[config.mk]
export PLATFORM = sky130hd
export DESIGN_NAME = brake_light_controller_unit
export DESIGN_NICKNAME = d
export VERILOG_FILES = /design/src/design/blc_pkg.sv /design/src/design/blc_div.sv /design/src/design/blc_datapath.sv /design/src/design/blc_ctrl.sv /design/src/design/brake_light_controller_unit.sv
export SDC_FILE = /design/constraint.sdc
export NUM_CORES = 1
export LEC_CHECK = 0
export BUFFER_PORTS_ARGS = -buffer_cell sky130_fd_sc_hd__buf_2
export CORE_MARGIN = 1.5
export CORE_UTILIZATION = 50
export DETAILED_ROUTE_END_ITERATION = 10
export GPL_TIMING_DRIVEN = 0
export PLACE_DENSITY = 0.73
export SLEW_MARGIN = 5
export SYNTH_ARGS = -nofsm -noshare
export SYNTH_HDL_FRONTEND = slang
export SYNTH_SLANG_ARGS = --single-unit
export TNS_END_PERCENT = 100
[constraint.sdc]
create_clock -name clk -period 10.6 [get_ports clk]
set_input_delay 1.06 -clock clk [delete_from_list [all_inputs] [get_ports clk]]
set_output_delay 1.06 -clock clk [all_outputs]
set_load 0.1 [all_outputs]
[src/design/blc_pkg.sv]
package blc_pkg;

  // Default depth of the sample window
  localparam int BLC_WINDOW = 5;

  // Dividend width of the shared divider: |brake - base| (8b) times fade timer (16b)
  localparam int BLC_DVD_W = 24;

  localparam int BLC_CFG_IDX_W  = 3;
  localparam int BLC_CFG_DATA_W = 16;

  // Configuration reset values
  localparam logic signed [14:0] BLC_THR_RST     = -15'sd200;
  localparam logic signed [14:0] BLC_RELEASE_RST = -15'sd50;
  localparam logic [15:0]        BLC_HOLD_RST    = 16'd30;
  localparam logic [15:0]        BLC_RAMP_RST    = 16'd500;
  localparam logic [7:0]         BLC_DUTY_RST    = 8'd255;

  typedef enum logic [BLC_CFG_IDX_W-1:0] {
    CFG_BRAKE_THR  = 3'd0,
    CFG_RELEASE    = 3'd1,
    CFG_HOLD       = 3'd2,
    CFG_RAMP       = 3'd3,
    CFG_BRAKE_DUTY = 3'd4
  } cfg_idx_t;

  typedef enum logic [1:0] {
    MODE_BASE  = 2'd0,
    MODE_BRAKE = 2'd1,
    MODE_RAMP  = 2'd2
  } light_mode_t;

  typedef enum logic [2:0] {
    ST_IDLE,
    ST_EVAL,
    ST_AVG,
    ST_FADE,
    ST_OUT
  } ctrl_state_t;

  // Controller -> datapath
  typedef struct packed {
    logic load;
    logic eval;
    logic avg_start;
    logic fade_start;
    logic avg_take;
    logic fade_take;
    logic out_load;
  } cmd_t;

  // Datapath -> controller
  typedef struct packed {
    logic div_done;
    logic need_fade;
  } sts_t;

endpackage

[src/design/blc_div.sv]
module blc_div (
  input  logic                         clk,
  input  logic                         rst_n,
  input  logic                         start,
  input  logic [blc_pkg::BLC_DVD_W-1:0] dividend,
  input  logic [15:0]                  divisor,
  output logic [blc_pkg::BLC_DVD_W-1:0] quotient,
  output logic                         rem_nz,
  output logic                         done
);

  // Restoring divider, two quotient bits per cycle
  localparam int DVD_W = blc_pkg::BLC_DVD_W;
  localparam int STEPS = DVD_W / 2;
  localparam int CNT_W = $clog2(STEPS + 1);

  logic [DVD_W-1:0] quo_r, quo_nxt;
  logic [15:0]      rem_r, rem_nxt;
  logic [15:0]      dvs_r;
  logic [CNT_W-1:0] cnt_r;
  logic             busy_r;
  logic             done_r;
  logic [16:0]      trial;

  always_comb begin
    rem_nxt = rem_r;
    quo_nxt = quo_r;
    trial   = '0;
    for (int k = 0; k < 2; k++) begin
      trial   = {rem_nxt, quo_nxt[DVD_W-1]};
      quo_nxt = {quo_nxt[DVD_W-2:0], 1'b0};
      if (trial >= {1'b0, dvs_r}) begin
        rem_nxt    = 16'(trial - {1'b0, dvs_r});
        quo_nxt[0] = 1'b1;
      end else begin
        rem_nxt = trial[15:0];
      end
    end
  end

  always_ff @(posedge clk) begin
    if (!rst_n) begin
      busy_r <= 1'b0;
      done_r <= 1'b0;
      cnt_r  <= '0;
    end else begin
      done_r <= 1'b0;
      if (start) begin
        busy_r <= 1'b1;
        cnt_r  <= CNT_W'(STEPS);
      end else if (busy_r) begin
        cnt_r <= cnt_r - 1'b1;
        if (cnt_r == CNT_W'(1)) begin
          busy_r <= 1'b0;
          done_r <= 1'b1;
        end
      end
    end
  end

  always_ff @(posedge clk) begin
    if (start) begin
      quo_r <= dividend;
      rem_r <= '0;
      dvs_r <= divisor;
    end else if (busy_r) begin
      quo_r <= quo_nxt;
      rem_r <= rem_nxt;
    end
  end

  assign quotient = quo_r;
  assign rem_nz   = |rem_r;
  assign done     = done_r;

endmodule

[src/design/blc_datapath.sv]
module blc_datapath #(
  parameter int WINDOW = blc_pkg::BLC_WINDOW
) (
  input  logic                              clk,
  input  logic                              rst_n,
  input  blc_pkg::cmd_t                     cmd,
  output blc_pkg::sts_t                     sts,
  input  logic signed [14:0]                in_accel_mg,
  input  logic [15:0]                       in_elapsed_ms,
  input  logic [7:0]                        in_base_level,
  input  logic                              cfg_we,
  input  logic [blc_pkg::BLC_CFG_IDX_W-1:0] cfg_index,
  input  logic [blc_pkg::BLC_CFG_DATA_W-1:0] cfg_data,
  output logic [7:0]                        out_duty,
  output logic [1:0]                        out_mode,
  output logic signed [14:0]                out_filtered_mg
);

  localparam int CNT_W = $clog2(WINDOW + 1);
  localparam int PTR_W = (WINDOW > 1) ? $clog2(WINDOW) : 1;
  localparam int SUM_W = 16 + CNT_W;
  localparam int DVD_W = blc_pkg::BLC_DVD_W;

  function automatic logic [15:0] sat_add16(input logic [15:0] a, input logic [15:0] b);
    logic [16:0] s;
    s = {1'b0, a} + {1'b0, b};
    return s[16] ? 16'hFFFF : s[15:0];
  endfunction

  // Configuration registers
  logic signed [14:0] thr_r;
  logic signed [14:0] rel_r;
  logic [15:0]        hold_r;
  logic [15:0]        ramp_r;
  logic [7:0]         bduty_r;

  always_ff @(posedge clk) begin
    if (!rst_n) begin
      thr_r   <= blc_pkg::BLC_THR_RST;
      rel_r   <= blc_pkg::BLC_RELEASE_RST;
      hold_r  <= blc_pkg::BLC_HOLD_RST;
      ramp_r  <= blc_pkg::BLC_RAMP_RST;
      bduty_r <= blc_pkg::BLC_DUTY_RST;
    end else if (cfg_we) begin
      case (cfg_index)
        blc_pkg::CFG_BRAKE_THR:  thr_r   <= cfg_data[14:0];
        blc_pkg::CFG_RELEASE:    rel_r   <= cfg_data[14:0];
        blc_pkg::CFG_HOLD:       hold_r  <= cfg_data;
        blc_pkg::CFG_RAMP:       ramp_r  <= cfg_data;
        blc_pkg::CFG_BRAKE_DUTY: bduty_r <= cfg_data[7:0];
        default: ;
      endcase
    end
  end

  // Sample ring with running sum; unwritten entries hold zero
  logic signed [14:0]      ring_r [WINDOW];
  logic [PTR_W-1:0]        ptr_r;
  logic [CNT_W-1:0]        cnt_r;
  logic signed [SUM_W-1:0] sum_r, sum_nxt;
  logic [15:0]             elapsed_r;
  logic [7:0]              base_r;

  assign sum_nxt = sum_r + SUM_W'(in_accel_mg) - SUM_W'(ring_r[ptr_r]);

  always_ff @(posedge clk) begin
    if (!rst_n) begin
      for (int i = 0; i < WINDOW; i++) begin
        ring_r[i] <= '0;
      end
      ptr_r <= '0;
      cnt_r <= '0;
      sum_r <= '0;
    end else if (cmd.load) begin
      ring_r[ptr_r] <= in_accel_mg;
      ptr_r <= (ptr_r == PTR_W'(WINDOW - 1)) ? '0 : ptr_r + 1'b1;
      cnt_r <= (cnt_r == CNT_W'(WINDOW)) ? cnt_r : cnt_r + 1'b1;
      sum_r <= sum_nxt;
    end
  end

  always_ff @(posedge clk) begin
    if (cmd.load) begin
      elapsed_r <= in_elapsed_ms;
      base_r    <= in_base_level;
    end
  end

  // Threshold compares against level * count
  logic signed [SUM_W-1:0] thr_prod, rel_prod;
  logic                    below_thr, above_rel;
  logic [15:0]             below_add, fade_add;

  assign thr_prod  = SUM_W'(thr_r) * SUM_W'($signed({1'b0, cnt_r}));
  assign rel_prod  = SUM_W'(rel_r) * SUM_W'($signed({1'b0, cnt_r}));
  assign below_thr = sum_r < thr_prod;
  assign above_rel = sum_r > rel_prod;

  // Mode sequencer state and timers
  blc_pkg::light_mode_t mode_r;
  logic [15:0]          below_r;
  logic [15:0]          fade_r;
  logic                 need_fade_r;
  logic [7:0]           duty_r;
  logic signed [14:0]   avg_r;

  assign below_add = sat_add16(below_r, elapsed_r);
  assign fade_add  = sat_add16(fade_r, elapsed_r);

  always_ff @(posedge clk) begin
    if (!rst_n) begin
      mode_r      <= blc_pkg::MODE_BASE;
      below_r     <= '0;
      fade_r      <= '0;
      need_fade_r <= 1'b0;
    end else if (cmd.eval) begin
      need_fade_r <= 1'b0;
      case (mode_r)
        blc_pkg::MODE_BRAKE: begin
          if (above_rel) begin
            mode_r <= blc_pkg::MODE_RAMP;
            fade_r <= '0;
          end
        end
        blc_pkg::MODE_RAMP: begin
          fade_r <= fade_add;
          if (fade_add >= ramp_r) begin
            mode_r <= blc_pkg::MODE_BASE;
          end else begin
            need_fade_r <= 1'b1;
          end
        end
        default: begin
          mode_r <= blc_pkg::MODE_BASE;
          if (below_thr) begin
            if (below_add >= hold_r) begin
              mode_r  <= blc_pkg::MODE_BRAKE;
              below_r <= '0;
            end else begin
              below_r <= below_add;
            end
          end else begin
            below_r <= '0;
          end
        end
      endcase
    end
  end

  // Shared divider: average first, then the fade step when one is needed
  logic [DVD_W-1:0] div_dvd;
  logic [15:0]      div_dvs;
  logic [DVD_W-1:0] div_quo;
  logic             div_nz;
  logic             div_done;
  logic [SUM_W-1:0] sum_mag;
  logic             fade_neg;
  logic [7:0]       fade_mag;
  logic [23:0]      fade_prod;
  logic [8:0]       fade_duty;
  logic [14:0]      avg_mag;

  assign sum_mag   = sum_r[SUM_W-1] ? SUM_W'(-sum_r) : SUM_W'(sum_r);
  assign fade_neg  = base_r > bduty_r;
  assign fade_mag  = fade_neg ? (base_r - bduty_r) : (bduty_r - base_r);
  assign fade_prod = fade_mag * fade_r;
  assign div_dvd   = cmd.fade_start ? DVD_W'(fade_prod) : DVD_W'(sum_mag);
  assign div_dvs   = cmd.fade_start ? ramp_r : 16'(cnt_r);

  blc_div u_div (
    .clk      (clk),
    .rst_n    (rst_n),
    .start    (cmd.avg_start | cmd.fade_start),
    .dividend (div_dvd),
    .divisor  (div_dvs),
    .quotient (div_quo),
    .rem_nz   (div_nz),
    .done     (div_done)
  );

  // floor of a negative quotient is minus the ceil of its magnitude
  assign fade_duty = fade_neg ? ({1'b0, bduty_r} + div_quo[8:0])
                              : ({1'b0, bduty_r} - div_quo[8:0] - 9'(div_nz));
  assign avg_mag   = div_quo[14:0];

  always_ff @(posedge clk) begin
    if (cmd.eval) begin
      duty_r <= (mode_r == blc_pkg::MODE_BRAKE) ? bduty_r : base_r;
    end else if (cmd.fade_take) begin
      duty_r <= fade_duty[7:0];
    end
    if (cmd.avg_take) begin
      avg_r <= sum_r[SUM_W-1] ? -avg_mag : avg_mag;
    end
    if (cmd.out_load) begin
      out_duty        <= duty_r;
      out_mode        <= mode_r;
      out_filtered_mg <= avg_r;
    end
  end

  assign sts.div_done  = div_done;
  assign sts.need_fade = need_fade_r;

endmodule

[src/design/blc_ctrl.sv]
module blc_ctrl (
  input  logic          clk,
  input  logic          rst_n,
  input  logic          in_valid,
  output logic          in_stall,
  output logic          out_valid,
  input  logic          out_stall,
  input  blc_pkg::sts_t sts,
  output blc_pkg::cmd_t cmd
);

  blc_pkg::ctrl_state_t state_r, state_nxt;
  logic                 out_valid_r, out_valid_nxt;

  always_ff @(posedge clk) begin
    if (!rst_n) begin
      state_r     <= blc_pkg::ST_IDLE;
      out_valid_r <= 1'b0;
    end else begin
      state_r     <= state_nxt;
      out_valid_r <= out_valid_nxt;
    end
  end

  always_comb begin
    cmd           = '0;
    state_nxt     = state_r;
    out_valid_nxt = out_valid_r & out_stall;
    case (state_r)
      blc_pkg::ST_IDLE: begin
        if (in_valid) begin
          cmd.load  = 1'b1;
          state_nxt = blc_pkg::ST_EVAL;
        end
      end
      blc_pkg::ST_EVAL: begin
        cmd.eval      = 1'b1;
        cmd.avg_start = 1'b1;
        state_nxt     = blc_pkg::ST_AVG;
      end
      blc_pkg::ST_AVG: begin
        if (sts.div_done) begin
          cmd.avg_take = 1'b1;
          if (sts.need_fade) begin
            cmd.fade_start = 1'b1;
            state_nxt      = blc_pkg::ST_FADE;
          end else begin
            state_nxt = blc_pkg::ST_OUT;
          end
        end
      end
      blc_pkg::ST_FADE: begin
        if (sts.div_done) begin
          cmd.fade_take = 1'b1;
          state_nxt     = blc_pkg::ST_OUT;
        end
      end
      blc_pkg::ST_OUT: begin
        if (!out_valid_r || !out_stall) begin
          cmd.out_load  = 1'b1;
          out_valid_nxt = 1'b1;
          state_nxt     = blc_pkg::ST_IDLE;
        end
      end
      default: state_nxt = blc_pkg::ST_IDLE;
    endcase
  end

  assign in_stall  = (state_r != blc_pkg::ST_IDLE);
  assign out_valid = out_valid_r;

endmodule

[src/design/brake_light_controller_unit.sv]
// Sequence: an accepted word passes eval and an average divide, then the
//   output register; a fade step needs a second pass through the shared
//   2-bit-per-cycle divider. Flow: the next word is taken once the result sits
//   in the output register, even while that word is stalled.
// Reset (rst_n, synchronous, active low): ring, sum, timers and mode cleared,
//   config registers back to their defaults.
module brake_light_controller_unit #(
  parameter int WINDOW = blc_pkg::BLC_WINDOW
) (
  input  logic                               clk,
  input  logic                               rst_n,
  // input samples
  input  logic                               in_valid,
  output logic                               in_stall,
  input  logic signed [14:0]                 in_accel_mg,
  input  logic [15:0]                        in_elapsed_ms,
  input  logic [7:0]                         in_base_level,
  // results
  output logic                               out_valid,
  input  logic                               out_stall,
  output logic [7:0]                         out_duty,
  output logic [1:0]                         out_mode,
  output logic signed [14:0]                 out_filtered_mg,
  // configuration writes
  input  logic                               cfg_valid,
  output logic                               cfg_ready,
  input  logic [blc_pkg::BLC_CFG_IDX_W-1:0]  cfg_index,
  input  logic [blc_pkg::BLC_CFG_DATA_W-1:0] cfg_data
);

  // Controller sequences one word: load -> eval -> average divide ->
  // optional fade divide -> output register. Datapath holds the ring with a
  // running sum (old entry subtracted as the new one goes in), the mode and
  // timers, and the divider used for both sum/count and the fade step.

  blc_pkg::cmd_t cmd;
  blc_pkg::sts_t sts;

  // Config regs are always writable
  assign cfg_ready = 1'b1;

  blc_ctrl u_ctrl (
    .clk       (clk),
    .rst_n     (rst_n),
    .in_valid  (in_valid),
    .in_stall  (in_stall),
    .out_valid (out_valid),
    .out_stall (out_stall),
    .sts       (sts),
    .cmd       (cmd)
  );

  blc_datapath #(
    .WINDOW (WINDOW)
  ) u_datapath (
    .clk             (clk),
    .rst_n           (rst_n),
    .cmd             (cmd),
    .sts             (sts),
    .in_accel_mg     (in_accel_mg),
    .in_elapsed_ms   (in_elapsed_ms),
    .in_base_level   (in_base_level),
    .cfg_we          (cfg_valid & cfg_ready),
    .cfg_index       (cfg_index),
    .cfg_data        (cfg_data),
    .out_duty        (out_duty),
    .out_mode        (out_mode),
    .out_filtered_mg (out_filtered_mg)
  );

endmodule
After elaboration in Yosys (flattened, before gate mapping)
Memory sizes are Yosys's and may differ from the RTL's. A register that Yosys moved wholly into a read port is not among the register bits.
Cells that the tools add are included.
- register bits: 268
- RAM bits: 75
- input bits: 63
- output and inout port bits: 28
- word-level logic and storage cells: 167
- memories: 1
- add/subtract/negate cells: 16
- $mul: 3
- $lt $le $gt $ge: 7
- eq/ne operators: 19
- mux-type cells: 62
- bitwise gates (word level): 6
- reductions and logical operators: 24
- memories (name ; words ; bits a word ; rd ports ; clocked after memory_dff ; write ports ; line ; source):
    u_datapath.ring_r ; 5 ; 15 ; 1 ; 1 ; 5 ; blc_datapath.sv:57 ; logic signed [14:0] ring_r [WINDOW];
- operator list (cell ; number):
    $mux 16 ; 7
    $mux 24 ; 3
    $mux 8 ; 5
    $mul 15x4->19 ; 2
    $add 16x16->17 ; 2
    $ge 17x16->1 ; 2
    $ge 16x16->1 ; 2
    $pmux 16 s2 ; 1
    $sub 16x16->16 ; 2
    $mux 15 ; 2
    $mux 3 ; 10
    $mul 8x16->24 ; 1
    $sub 8x8->8 ; 3
    $mux 1 ; 23
    $add 19x15->19 ; 1
    $gt 19x19->1 ; 1
    $lt 19x19->1 ; 1
    $mux 19 ; 1
    $neg 19->19 ; 1
    $sub 19x15->19 ; 1
    $reduce_or 16->1 ; 1
    $neg 15->15 ; 1
    $pmux 3 s5 ; 1
    $reduce_or 15->1 ; 1
    other kinds (29) ; 62

Longest topological paths before layout
Gate-level depths: netlist of the first run.
- depth in word-level cells: 7
- gate-level depth with buffers: 34
- depth with buffers taken out: 33

By module
A second synthesis of the first run with hierarchy kept.
- cells, all modules: 3207
- area, all modules: 30930.9 um^2
- by module, submodules not included (module ; instances ; cells an instance ; area an instance (um^2) ; seq. area each (um^2)):
    blc_datapath ; 1 ; 2743 ; 26360.3 ; 8428.1
    blc_div ; 1 ; 430 ; 4300.4 ; 1641.6
    blc_ctrl ; 1 ; 32 ; 259.0 ; 80.1
    brake_light_controller_unit ; 1 ; 2 ; 11.3 ; 0.0

Least setup slack after synthesis of the first run
No wires, ideal clock.
- path kind: register -> register
- start: reg u_datapath.bduty_r[1]
- end: reg u_datapath.u_div.quo_r[22], in the netlist u_datapath.u_div.quotient[22] (data pin)
- setup time: 261 ps
- arrival time: 7774 ps
- data required time: 10339 ps
- path slack: 2564 ps
- cell stages (with the launch flop): 31
- path buffers: 1
- clock period less this slack: 8036 ps
- path through: dfxtp_1 inv_1 fa_1 a21o_1 a21o_1 a221oi_2 nor2_2 a311oi_1 o2111ai_1 a41o_1 a221oi_2 xnor2_1 buf_2 nand2_1 fa_1 fa_1 inv_1 fa_1 inv_1 fa_1 inv_1 ha_1 or3_1 or4b_1 a31o_2 a21oi_1 o21ai_1 a211oi_1 o21bai_1 mux2i_1 nand3_1
- word-level cells in the longest chain between the ends: 5
- elaborated cells on any way between the ends: 7
- classes of those cells: 2 x add/sub; 1 x mul; 1 x order compare; 3 x mux
- RTL lines (what ; line ; source):
    from (decl) ; blc_datapath.sv:35 ; logic [7:0] bduty_r;
    from (signal assigned) ; blc_datapath.sv:43 ; bduty_r <= blc_pkg::BLC_DUTY_RST;
    from (signal assigned) ; blc_datapath.sv:50 ; blc_pkg::CFG_BRAKE_DUTY: bduty_r <= cfg_data[7:0];
    $sub 8x8->8 / $gt 8x8->1 (equally long branches) ; blc_datapath.sv:165, blc_datapath.sv:164 ;
    $mux 8 (*) ; blc_datapath.sv:165 ; assign fade_mag = fade_neg ? (base_r - bduty_r) : (bduty_r - base_r);
    $mul 8x16->24 (*) ; blc_datapath.sv:166 ; assign fade_prod = fade_mag * fade_r;
    $mux 24 (*) ; blc_datapath.sv:167 ; assign div_dvd = cmd.fade_start ? DVD_W'(fade_prod) : DVD_W'(sum_mag);
    $mux 24 (*) ; blc_div.sv:62 ; if (start) begin
    to (signal assigned) ; blc_div.sv:63 ; quo_r <= dividend;
    to (signal assigned) ; blc_div.sv:67 ; quo_r <= quo_nxt;
    to (decl) ; blc_div.sv:17 ; logic [DVD_W-1:0] quo_r, quo_nxt;
Every way passes the cells marked *; elsewhere a longest branch is shown, timed or not.
A chain may end at the register's enable or synchronous reset.

Final worst setup path of the first run
- start: reg u_datapath.bduty_r[1]
- end: reg u_datapath.u_div.quo_r[23], in the netlist u_datapath.u_div.quotient[23] (data pin)
Same word-level chain as after synthesis.

==> results of run 1 <==
kinds of logic (layout without fill, tap and decap cells):
family	count (synthesis)	count (layout)
adders and majority gates	452	452
xor gates and xnor gates	157	157
muxes	79	79
buffers and inverters	551	727
and+or+nand+nor	943	943
AOI/OAI and AO/OA	615	615
DFF	391	391
other	1	1
worst register-to-register path, delay by kind of cell (launching register included):
family	cells	cell delay (ns)
AO/OA/AOI/OAI	13	3.26
adder cells (fa/ha/maj)	6	2.82
buffers and inverters	6	1.02
XOR/XNOR	2	0.93
AND/OR/NAND/NOR	4	0.85
flip-flops	1	0.54
stage by stage:
stage                     setup slack [ns]  hold slack, ns  area [um2]
after floorplan                       2.56           0.400       30100
after global placement                1.09           0.405       31500
after detailed placement              1.07           0.405       31700
after CTS                             1.04           0.423       33100
after global routing                 0.457           0.425       33100
final                                0.896           0.422       33100
sequential cells by signal, indices dropped and copies added, names as in the netlist, 15 cells and up, named ones only:
signal                      cells
u_datapath.ring_r             120
u_datapath.u_div.quotient      24
u_datapath.sum_r               19
u_datapath.below_r             16
u_datapath.elapsed_r           16
u_datapath.fade_r              16
u_datapath.hold_r              16
u_datapath.ramp_r              16
u_datapath.u_div.dvs_r         16
u_datapath.u_div.rem_r         16
u_datapath.avg_r               15
u_datapath.out_filtered_mg     15
u_datapath.rel_r               15
u_datapath.thr_r               15
layout by cell type, fill, tap and decap left out, drive strengths merged, types with 109 or more instances in the layout:
cell type  instances
a21oi            200
and2             168
buf              109
clkbuf           158
dfxtp            159
edfxtp           232
fa               141
ha               311
inv              443
nand2            321
nor2             133
o21ai            134
final cells by class:
type                            instances  area (um2)  share of cell area, %
Clock inverter                         20         223                  0.673
Tap cell                              773         967                   2.92
Buffer                                111         428                   1.29
Sequential cell                       391       10100                   30.7
Timing Repair Buffer                   96         561                   1.69
Clock buffer                           60        1170                   3.54
Multi-Input combinational cell       2247       17900                   54.2
Inverter                              440        1650                   4.99
how the worst max path moves through the flow:
stage | cells past startpoint | endpoint | from | slack, ns
floorplan | 30 | u_datapath.u_div.quotient[22] | u_datapath.bduty_r[1] | 2.56
global placement | 30 | u_datapath.u_div.quotient[23] | u_datapath.bduty_r[1] | 1.09
detailed placement | 31 | u_datapath.u_div.quotient[23] | u_datapath.bduty_r[1] | 1.07
CTS | 31 | u_datapath.u_div.quotient[23] | u_datapath.bduty_r[1] | 1.04
global route | 31 | u_datapath.u_div.quotient[23] | u_datapath.bduty_r[1] | 0.46
finish | 31 | u_datapath.u_div.quotient[23] | u_datapath.bduty_r[1] | 0.90
synthesized netlist by cell type, drive strengths merged (57+ instances only):
cell / instances / area, um2
and2: 168 / 1050
nand2: 321 / 1200
ha: 311 / 3890
xnor2: 100 / 876
dfxtp: 159 / 3180
o21ai: 134 / 671
edfxtp: 232 / 6970
nand3: 60 / 300
nor2: 133 / 502
nor2b: 64 / 400
fa: 141 / 2820
xor2: 57 / 499
inv: 440 / 1650
a21oi: 200 / 1000
a21o: 59 / 443
clkbuf: 98 / 368
where the power goes:
part	total (mW)	leakage (nW)	internal, mW	switching (mW)
sequential	2.30	3.52	1.97	0.332
clock	1.49	0.668	0.853	0.640
combinational	5.30	10.5	2.15	3.15
total	9.09	14.7	4.97	4.12
routing by layer:
| layer | vias to the layer above | global-route usage, % | part of all wire, % |
|---|---|---|---|
| met5 | - | 0 | 0.019 |
| met4 | 2 | 7.60 | 2.8 |
| met3 | 143 | 4.12 | 7.7 |
| met2 | 806 | 41.4 | 45 |
| met1 | 11100 | 36.5 | 44 |
| li1 | 11200 | - | - |
==> summary.md, run 1 <==
| Metric | Value |
|---|---|
| RSZ-0062 raised after global routing | `false` |
| Initial antenna violation count | `1` |
| Adder-Cell Fraction of Synth Area | `22.3%` |
| Port Buffers | `89` |
| Hold Buf Count CTS | `0` |
| DRC | `5` |
| Relative slew slack | `14.0%` |
| Vias/cell | `5.62` |
| # rows | `89` |
| Largest family of logic cells by synthesized area | `adder cells` |
| Compound-Gate Fraction of Synth Area | `13.0%` |
| EDFF count, synth | `232` |
| FF+latch count, synth | `391` |
| DRT Wirelength | `79.0 mm` |
| Final setup viols | `0` |
| # resized after CTS | `0` |
| Cells after Synth | `3189` |
| Status | `finished with violations` |
| Simple-gate share of the synthesized area | `15.5%` |
| Final period util | `91.6%` |
| CP max-delay cell | `xnor2_1` |
| Lkg Pwr | `14.7 nW` |
| Vias in the first global route | `22500` |
| Final Hold Viols | `0` |
| Netlist Area Pre-Place | `30100 um2` |
| Max FO, Critical Path | `10` |
| I/O Pins | `91` |
| Fin nets | `3845` |
| CP arrival | `10.01 ns` |
| Post-synth ARST share | `0%` |
| Worst-Skew Late Latency | `0.60 ns` |
| Netlist cell types | `74` |
| GRT overflow | `0` |
| Number of H-tree levels | `2` |
| Core Area | `59200 um2` |
| Worst r2r path cells | `31` |
| Clock sink total | `391` |
| DR vias | `23200` |
| Routed len/inst | `19.1 um` |
| Seq/Total Area, Yosys | `33.7%` |
| VDD IR-drop max | `0.173 mV` |
| Worst Hold Path EP | `u_datapath.out_filtered_mg[2]` |
| TritonRoute pass-1 iters | `9` |
| Setup crit end kind | `register` |
| Area share of xor/xnor cells in the synthesized design | `4.57%` |
| Crit start category | `register` |
| Max_cap viols | `0` |
| WP buf/inv | `6` |
| Hold Crit Depth | `0` |
| Critical Path RT | `10.90 ns` |
| Worst path max stage delay | `0.74 ns` |
| Final ANT Viol Nets | `0` |
| CTS tree | `done` |
| Clk slew on worst S/H paths | `0.07 ns` |
| Overall routing resource usage | `26.0%` |
| Worst Skew | `0.0378 ns` |
| Avg Cell Area, Syn | `9.44 um2` |
| Main synth FF type | `edfxtp_1` |
| Number of setup buffers added after CTS | `0` |
| PwrDens | `275 nW/um2` |
| Initial drt markers | `1919` |
| CTS root buf | `clkbuf_16` |
| Max Freq | `0.103 GHz` |
| Die W | `248 um` |
| Slew @ Worst Pin | `1.28 ns` |
| Layout area overhead | `9.91%` |
| Failing checks | `DRC` |
| CTS Buf Count | `43` |
| Multiplexer area fraction after synthesis | `3.96%` |
| Hpwl dp | `62.6 mm` |
| Syn. warnings | `0` |
| Diode count | `0` |
| Fin cells | `4138` |
| FF-to-FF setup slack | `0.90 ns` |
| Starting density of the core | `50.8%` |
| Layout fillers | `5220` |
| Proportion of layout cells with a drive suffix above 1 | `7.28%` |
| R2R Path End | `u_datapath.u_div.quotient[23]` |
| Largest net degree at the start of global routing | `25` |
| First-pass GRT wire length | `124 mm` |
| Maximum buffer depth of the clock tree | `3` |
| Utilization after layout | `55.8%` |
| Worst min path class | `register to register` |
| FF-to-FF Start | `u_datapath.bduty_r[1]` |
| Hold Startpoint | `u_datapath.avg_r[2]` |
| CP most frequent cell | `fa_1` |
| Mapped Nets | `3704` |
| Setup TNS Final | `0 ns` |
| Setup CP Type | `register to register` |
| Minimum clock period | `9.70 ns` |
| Full die area | `61700 um2` |
| Critical path's top delay family | `compound AO/OA/AOI/OAI gates` |
| Placed Cells | `4058` |
| Tot Pwr | `9.09 mW` |
| GP Congestion | `0.965` |
| Fin. max-slew vios | `0` |
| Die Y | `248 um` |
Note: power is estimated with default switching activity, not from simulation.
==> run 2, diff against run 1 <==
--- a/config.mk
+++ b/config.mk
@@ -7,10 +7,10 @@
 export LEC_CHECK = 0
 export BUFFER_PORTS_ARGS = -buffer_cell sky130_fd_sc_hd__buf_2
 export CORE_MARGIN = 1.5
-export CORE_UTILIZATION = 50
+export CORE_UTILIZATION = 35
 export DETAILED_ROUTE_END_ITERATION = 10
 export GPL_TIMING_DRIVEN = 0
-export PLACE_DENSITY = 0.73
+export PLACE_DENSITY = 0.57
 export SLEW_MARGIN = 5
 export SYNTH_ARGS = -nofsm -noshare
 export SYNTH_HDL_FRONTEND = slang
==> summary.md, run 2 (synthesized netlist as in run 1, its figures left out) <==
| Metric | Value |
|---|---|
| TritonRoute pass-1 iters | `5` |
| Top reg by flops | `u_datapath.ring_r` |
| WP buf/inv | `6` |
| Worst path max stage delay | `0.75 ns` |
| Worst min path class | `register to register` |
| Setup TNS Final | `0 ns` |
| Slew @ Worst Pin | `1.34 ns` |
| Number of H-tree levels | `2` |
| CP max-delay cell | `xnor2_1` |
| Area of all placed cells without fillers | `33700 um2` |
| Largest net degree at the start of global routing | `25` |
| Maximum buffer depth of the clock tree | `3` |
| Status | `finished clean` |
| Most frequent cells in the layout | `inv_1, nand2_1, ha_1` |
| VDD IR-drop max | `0.144 mV` |
| Max FO, Critical Path | `10` |
| Area post-placement | `32100 um2` |
| Clock sink total | `391` |
| Max_cap viols | `0` |
| CP arrival | `10.34 ns` |
| Hpwl dp | `67.0 mm` |
| Starting density of the core | `35.3%` |
| Final setup viols | `0` |
| Relative slew slack | `10.6%` |
| Routed len/inst | `18.7 um` |
| Max Freq | `0.100 GHz` |
| Setup CP Type | `register to register` |
| Die Y | `296 um` |
| Fin nets | `3850` |
| Dpl ws | `0.749 ns` |
| Critical Path RT | `10.95 ns` |
| Layout area overhead | `12.0%` |
| DRT Wirelength | `84.7 mm` |
| Worst-Skew Late Latency | `0.60 ns` |
| First-pass GRT wire length | `130 mm` |
| Port Buffers | `89` |
| Max reg flops | `120` |
| Worst Skew | `0.0228 ns` |
| Layout fillers | `8612` |
| CTS root buf | `clkbuf_16` |
| PwrDens | `274 nW/um2` |
| Final Worst Setup Slack | `0.610 ns` |
| Lkg Pwr | `14.8 nW` |
| Fin cells | `4519` |
| CTS Buf Count | `47` |
| Die W | `296 um` |
| Clk slew on worst S/H paths | `0.06 ns` |
| # resized after CTS | `0` |
| Worst hold margin | `0.419 ns` |
| Critical path's top delay family | `compound AO/OA/AOI/OAI gates` |
| DR vias | `23000` |
| Final Hold Viols | `0` |
| Hold Buf Count CTS | `0` |
| Vias/cell | `5.10` |
| RSZ-0062 raised after global routing | `false` |
| Core Area | `85100 um2` |
| Initial drt markers | `1546` |
| Placed Cells | `4430` |
| Utilization after layout | `39.6%` |
| Full die area | `87700 um2` |
| Final ANT Viol Nets | `0` |
| Minimum clock period | `9.99 ns` |
| Initial antenna violation count | `5` |
| CP most frequent cell | `fa_1` |
| # rows | `107` |
| Fin. max-slew vios | `0` |
| DRC | `0` |
| Proportion of layout cells with a drive suffix above 1 | `7.71%` |
| Commonest non-fill, non-tap cell in the layout | `inv_1` |
| GP Congestion | `0.917` |
| Vias in the first global route | `22400` |
| Final period util | `94.2%` |
| I/O Pins | `91` |
| CTS tree | `done` |
| Overall routing resource usage | `19.3%` |
| Number of setup buffers added after CTS | `0` |
| GRT overflow | `0` |
| Setup crit end kind | `register` |
| Crit start category | `register` |
| Tot Pwr | `9.22 mW` |
==> run 2: cell types whose count changed in the layout (fill, tap and decap cells not counted), moves of 2 or more <==
cell | before | now
buf_4 | 1 | 3
buf_6 | 2 | 4
clkbuf_16 | 43 | 49
clkinv_4 | 0 | 4
clkinv_2 | 5 | 9
buf_8 | 3 | 0
clkbuf_1 | 111 | 104
==> run 2: where the power goes <==
group / total [mW] / switching, mW / internal, mW
clock: 1.63 / 0.698 / 0.927
combinational: 5.27 / 3.13 / 2.14
sequential: 2.32 / 0.348 / 1.97
total: 9.22 / 4.18 / 5.04
==> run 2: worst reg2reg max path: cells and delay by family, from the launching register on <==
family	cells	cell delay (ns)
XOR/XNOR	2	0.89
AO/OA/AOI/OAI	14	3.76
buffers and inverters	6	1.02
AND/OR/NAND/NOR	3	0.73
adder cells (fa/ha/maj)	6	2.82
flip-flops	1	0.54
==> run 2: metal layers <==
layer | track usage (%) | routed length [um] | up-vias | share of wire, %
li1 | - | - | 11200 | -
met1 | 27.6 | 40500 | 11200 | 48
met2 | 30.1 | 37300 | 534 | 44
met3 | 2.97 | 4700 | 102 | 5.5
met4 | 5.64 | 2190 | 4 | 2.6
met5 | 0 | 27 | - | 0.032
==> run 2: layout make-up <==
type | instances | area (um2) | share of cell area [%]
Clock inverter | 29 | 265 | 0.787
Clock buffer | 59 | 1290 | 3.84
Timing Repair Buffer | 97 | 553 | 1.64
Multi-Input combinational cell | 2247 | 17900 | 53.2
Sequential cell | 391 | 10100 | 30.1
Buffer | 111 | 428 | 1.27
Inverter | 440 | 1650 | 4.90
Antenna cell | 1 | 2.50 | 0.00743
Tap cell | 1144 | 1430 | 4.25
==> run 2: final timing paths <==
path / startpoint / to / slack, ns / cells past startpoint
worst max-delay path: u_datapath.bduty_r[1] / u_datapath.u_div.quotient[23] / 0.61 / 31
worst min-delay path: u_datapath.duty_r[6] / u_datapath.out_duty[6] / 0.42 / 0
worst max register to register: u_datapath.bduty_r[1] / u_datapath.u_div.quotient[23] / 0.61 / 31
worst min register to register: u_datapath.duty_r[6] / u_datapath.out_duty[6] / 0.42 / 0
